--- src/design/hv2c_pkg.sv ---
// Package for the two-objective hypervolume block.
// Holds the channel payload types, controller states and control structs.
// No dependencies.
`timescale 1ns / 1ps

package hv2c_pkg;

  localparam int AREA_W = 36;
  localparam int TAG_W  = 6;
  localparam int FIELD_W = 16;

  // Result kinds
  localparam logic KIND_TOTAL   = 1'b0;
  localparam logic KIND_CONTRIB = 1'b1;

  typedef struct packed {
    logic [FIELD_W-1:0] objective_a;
    logic [FIELD_W-1:0] objective_b;
    logic               last_point;
  } in_item_t;

  typedef struct packed {
    logic                     result_kind;
    logic [TAG_W-1:0]         point_tag;
    logic signed [AREA_W-1:0] area_value;
    logic                     final_result;
  } out_item_t;

  typedef enum logic [4:0] {
    ST_LOAD    = 5'b00001,
    ST_PREP    = 5'b00010,
    ST_SWEEP   = 5'b00100,
    ST_TOTAL   = 5'b01000,
    ST_CONTRIB = 5'b10000
  } state_t;

  // Controller to datapath
  typedef struct packed {
    logic load;
    logic prep;
    logic sweep;
    logic emit_total;
    logic emit_contrib;
    logic clear;
  } cmd_t;

  // Datapath to controller
  typedef struct packed {
    logic cnt_zero;
    logic k_last;
    logic out_free;
  } sts_t;

endpackage

--- src/design/hv2c_ctrl.sv ---
// Controller for the hypervolume block: load, sweep and emission sequencing.
// Depends on hv2c_pkg.
`timescale 1ns / 1ps

module hv2c_ctrl (
  input  logic          clk,
  input  logic          rst_n,
  input  logic          in_valid,
  input  logic          in_last,
  output logic          in_ready,
  input  hv2c_pkg::sts_t sts,
  output hv2c_pkg::cmd_t cmd
);
  import hv2c_pkg::*;

  state_t state_r, state_nxt;

  // Next state and commands
  always_comb begin
    state_nxt = state_r;
    cmd       = '0;
    in_ready  = 1'b0;
    unique case (state_r)
      ST_LOAD: begin
        in_ready = 1'b1;
        cmd.load = in_valid;
        if (in_valid && in_last) begin
          state_nxt = ST_PREP;
        end
      end
      ST_PREP: begin
        cmd.prep  = 1'b1;
        state_nxt = sts.cnt_zero ? ST_TOTAL : ST_SWEEP;
      end
      ST_SWEEP: begin
        cmd.sweep = 1'b1;
        if (sts.k_last) begin
          state_nxt = ST_TOTAL;
        end
      end
      ST_TOTAL: begin
        if (sts.out_free) begin
          cmd.emit_total = 1'b1;
          if (sts.cnt_zero) begin
            cmd.clear = 1'b1;
            state_nxt = ST_LOAD;
          end else begin
            state_nxt = ST_CONTRIB;
          end
        end
      end
      ST_CONTRIB: begin
        if (sts.out_free) begin
          cmd.emit_contrib = 1'b1;
          if (sts.k_last) begin
            cmd.clear = 1'b1;
            state_nxt = ST_LOAD;
          end
        end
      end
      default: begin
        state_nxt = ST_LOAD;
      end
    endcase
  end

  always_ff @(posedge clk) begin
    if (!rst_n) begin
      state_r <= ST_LOAD;
    end else begin
      state_r <= state_nxt;
    end
  end

endmodule

--- config.mk ---
export PLATFORM = sky130hd
export DESIGN_NAME = hv2c_ctrl
export DESIGN_NICKNAME = d
export VERILOG_FILES = /design/src/design/hv2c_pkg.sv /design/src/design/hv2c_ctrl.sv
export SDC_FILE = /design/constraint.sdc
export NUM_CORES = 1
export LEC_CHECK = 0
export BUFFER_PORTS_ARGS = -buffer_cell sky130_fd_sc_hd__buf_2
export CORE_AREA = 2 2 39 41
export CTS_CLUSTER_SIZE = 25
export DETAILED_ROUTE_END_ITERATION = 16
export DIE_AREA = 0 0 41 43
export GPL_TIMING_DRIVEN = 0
export SLEW_MARGIN = 10
export SYNTH_ARGS = -nofsm -noshare
export SYNTH_HDL_FRONTEND = slang
export SYNTH_SLANG_ARGS = --single-unit
--- constraint.sdc ---
create_clock -name clk -period 1.5 [get_ports clk]
set_input_delay 0.3 -clock clk [delete_from_list [all_inputs] [get_ports clk]]
set_output_delay 0.3 -clock clk [all_outputs]
set_load 0.01 [all_outputs]
==> results.toml <==
[critical_path]
start_kind = "register"
cp.required_ns = 1.20
end_kind = "output pin"
critPathArrivalTime_ns = 1.54
crit_path_max_fanout = 3
crit_type = "register to output pin"

[power_and_ir_drop]
p_int_uw = 401
total_power_uw = 615
peakVddDrop_mv = 0.613
power_leakage_uw = 0.000254
p_sw_share_pct = 34.8
pwr-share-seq_pct = 29.0
p_sw_uw = 214
clockPowerShare_pct = 25.7
powerDensity_nw_per_um2 = 1020
pwr-share-comb_pct = 45.3

[clock_network]
numCtsBuffers = 3
clkSlewWorstSetupHoldPaths_ns = 0.04
h-tree-depth = 1
cts-root-buf = "clkbuf_4"
holdBufCountCts = 0
ctsLongestPathBuffers = 2
insertion_delay_ns = 0.24
clock-sinks = 5
cts_tree = "built"

[yosys]
syn_area_um2 = 412
synth_cell_types = 28
async_reset_ff_share_pct = 0
syn_avg_cell_area_um2 = 9.15
synth_seq_cells = 5
synth_area_leaders = "dfxtp_1 (24%), buf_6 (5.5%), or3_4 (5.5%)"
synth_ff_type = "dfxtp_1"
syn_nets = 52
ys_seq_area_share_pct = 24.3
yosys.area.top_type = "dfxtp_1"
netlist_instances = 45
yosysWarnings = 0
synth-edff-count = 0
synth_top_area_share_pct = 24.3

[die]
die_area_um2 = 1760
chipWidth_um = 41
initial_utilization_pct = 29.7
core_area_um2 = 1380
ioPinCount = 14
rows = 14
die_y_um = 43

[placed_design]
place_area_um2 = 509
port_buffers = 13
gp_congestion = 0.758
dpl.hpwl_um = 669
numPlacedInstances = 74

[layout]
largest_reg_flops = 5
nNetsFinal = 73
fill_cells = 136
reg_top3 = "state_r: 5 flops"
diodes = 0
multi_input_area_um2 = 318
final_layout_size_suffix_gt1_share_pct = 60.0
final_cells = 81
final-seq-area_um2 = 109
area_delta_synth_final_pct = 46.5
final_area_um2 = 603
top_register = "state_r"

[grt]
grt_pass1_wl_mm = 1.48
antenna_found_initial = 0
grt_overflow = 0
first_global_vias = 356
grt_util_all_layers_pct = 11.9
grt_max_degree = 11

[sta]
worst_pin_slew_ns = 0.318
hold_viol = 0
clock.fmax_mhz = 543
fin_worst_skew_ns = 0.00794
period_minus_slack_ns = 1.84
fin_crit_sh_pct = 123
timing.hold.ws_ns = 0.337
fin_ws_ns = -0.340
finalMaxSlewViolations = 0
max_slew_margin_pct = 78.6
fin_tns_setup_ns = -1.58
rsz0062_at_grt = "true"
finalSetupViolCount = 11

[job]
drv_cap = 0

[detailed_routing]
drt_iter0_markers = 3
via_per_inst = 4.95
dr.pass1.iters = 3
wl_um = 975
ant_nets = 0
drc = 0
via_count = 401
wl_per_cell_um = 12.0

[min_path]
hold_class = "input port to register"

[outcome]
violations = "setup timing"
status = "finished, violations left"
path summary, 6_finish.rpt:
check | from | to | slack [ns] | depth (start not counted)
min | rst_n | state_r[0]$_SDFFE_PN1P_ | 0.34 | 2
max | state_r[1]$_SDFFE_PN0P_ | cmd[0] | -0.34 | 5
max reg2reg | state_r[1]$_SDFFE_PN0P_ | state_r[3]$_SDFFE_PN0P_ | -0.07 | 6
min reg2reg | state_r[3]$_SDFFE_PN0P_ | state_r[3]$_SDFFE_PN0P_ | 0.59 | 3
worst max-delay path: stages (launching register included):
cell	delay, ns
dfxtp_4	0.34
or3_4	0.39
nor3b_4	0.18
and2_4	0.16
a22o_1	0.11
buf_2	0.12
cell usage after synthesis, types with 2 or more instances:
cell type and instances:
dfxtp_1 5, nand2_1 4, a21oi_1 2, and2_1 2, buf_6 2, mux2i_1 2, nor2_1 2, nor3b_1 2
nor4_1 2, or3_1 2, or3_4 2, xnor2_1 2
metrics by stage:
step                      utilization, %  worst slack, ns
after floorplan                        -          -0.0955
after detailed placement            36.8           -0.206
after global routing                43.6           -0.415
after CTS                           42.2           -0.381
after global placement              36.8           -0.187
final                               43.6           -0.340
power by group through the flow:
stage / logic [uW] / clock network (uW) / registers, uW
finish: 279 / 158 / 179
global route: 305 / 171 / 185
CTS: 262 / 168 / 179
detailed placement: 222 / 0 / 180
global placement: 222 / 0 / 179
floorplan: 165 / 0 / 173
final cells by class:
cell class / count / area share (%)
buffer: 2 / 4.15
multi-input combinational: 36 / 52.7
sequential: 5 / 18.0
tap: 16 / 3.32
timing repair buffer: 17 / 16.8
inverter: 1 / 0.622
clock buffer: 4 / 4.36
logic make-up (layout without fill, tap and decap cells):
logic type	Yosys count	in the layout	share of synthesized area, %
buffers and inverters	4	24	9.72
AND/OR/NAND/NOR	24	24	42.2
XOR/XNOR	2	2	4.26
multiplexers	2	2	4.86
flip-flops	5	5	24.3
AO/OA/AOI/OAI	8	8	14.6
cell usage in the layout (no fill, tap or decap), types with 2 or more instances in the layout:
| cell | Yosys | final |
|---|---|---|
| or3_4 | 2 | 3 |
| or4b_4 | 1 | 2 |
| mux2i_1 | 2 | 2 |
| buf_4 | 0 | 4 |
| dfxtp_4 | 0 | 2 |
| nand2_1 | 4 | 4 |
| clkbuf_4 | 0 | 3 |
| dfxtp_1 | 5 | 2 |
| buf_6 | 2 | 2 |
| a21oi_1 | 2 | 2 |
| buf_2 | 0 | 12 |
| xnor2_1 | 2 | 2 |
what timing repair did:
item / 4_1_cts / 5_1_grt
setup buffers: 3 / 1
pin swaps: 5 / 3
endpoints found under the setup margin: 11 / 12
resized for setup: 10 / 4
metal layers:
metal / routed length, um / track usage [%] / vias up / part of all wire [%]
li1: - / - / 207 / -
met1: 456 / 17.1 / 184 / 47
met2: 479 / 17.5 / 10 / 49
met3: 38 / 1.57 / 0 / 3.9
met4: 0 / 4.00 / 0 / 0
met5: 0 / 0 / - / 0
(Power assumes the default switching activity.)
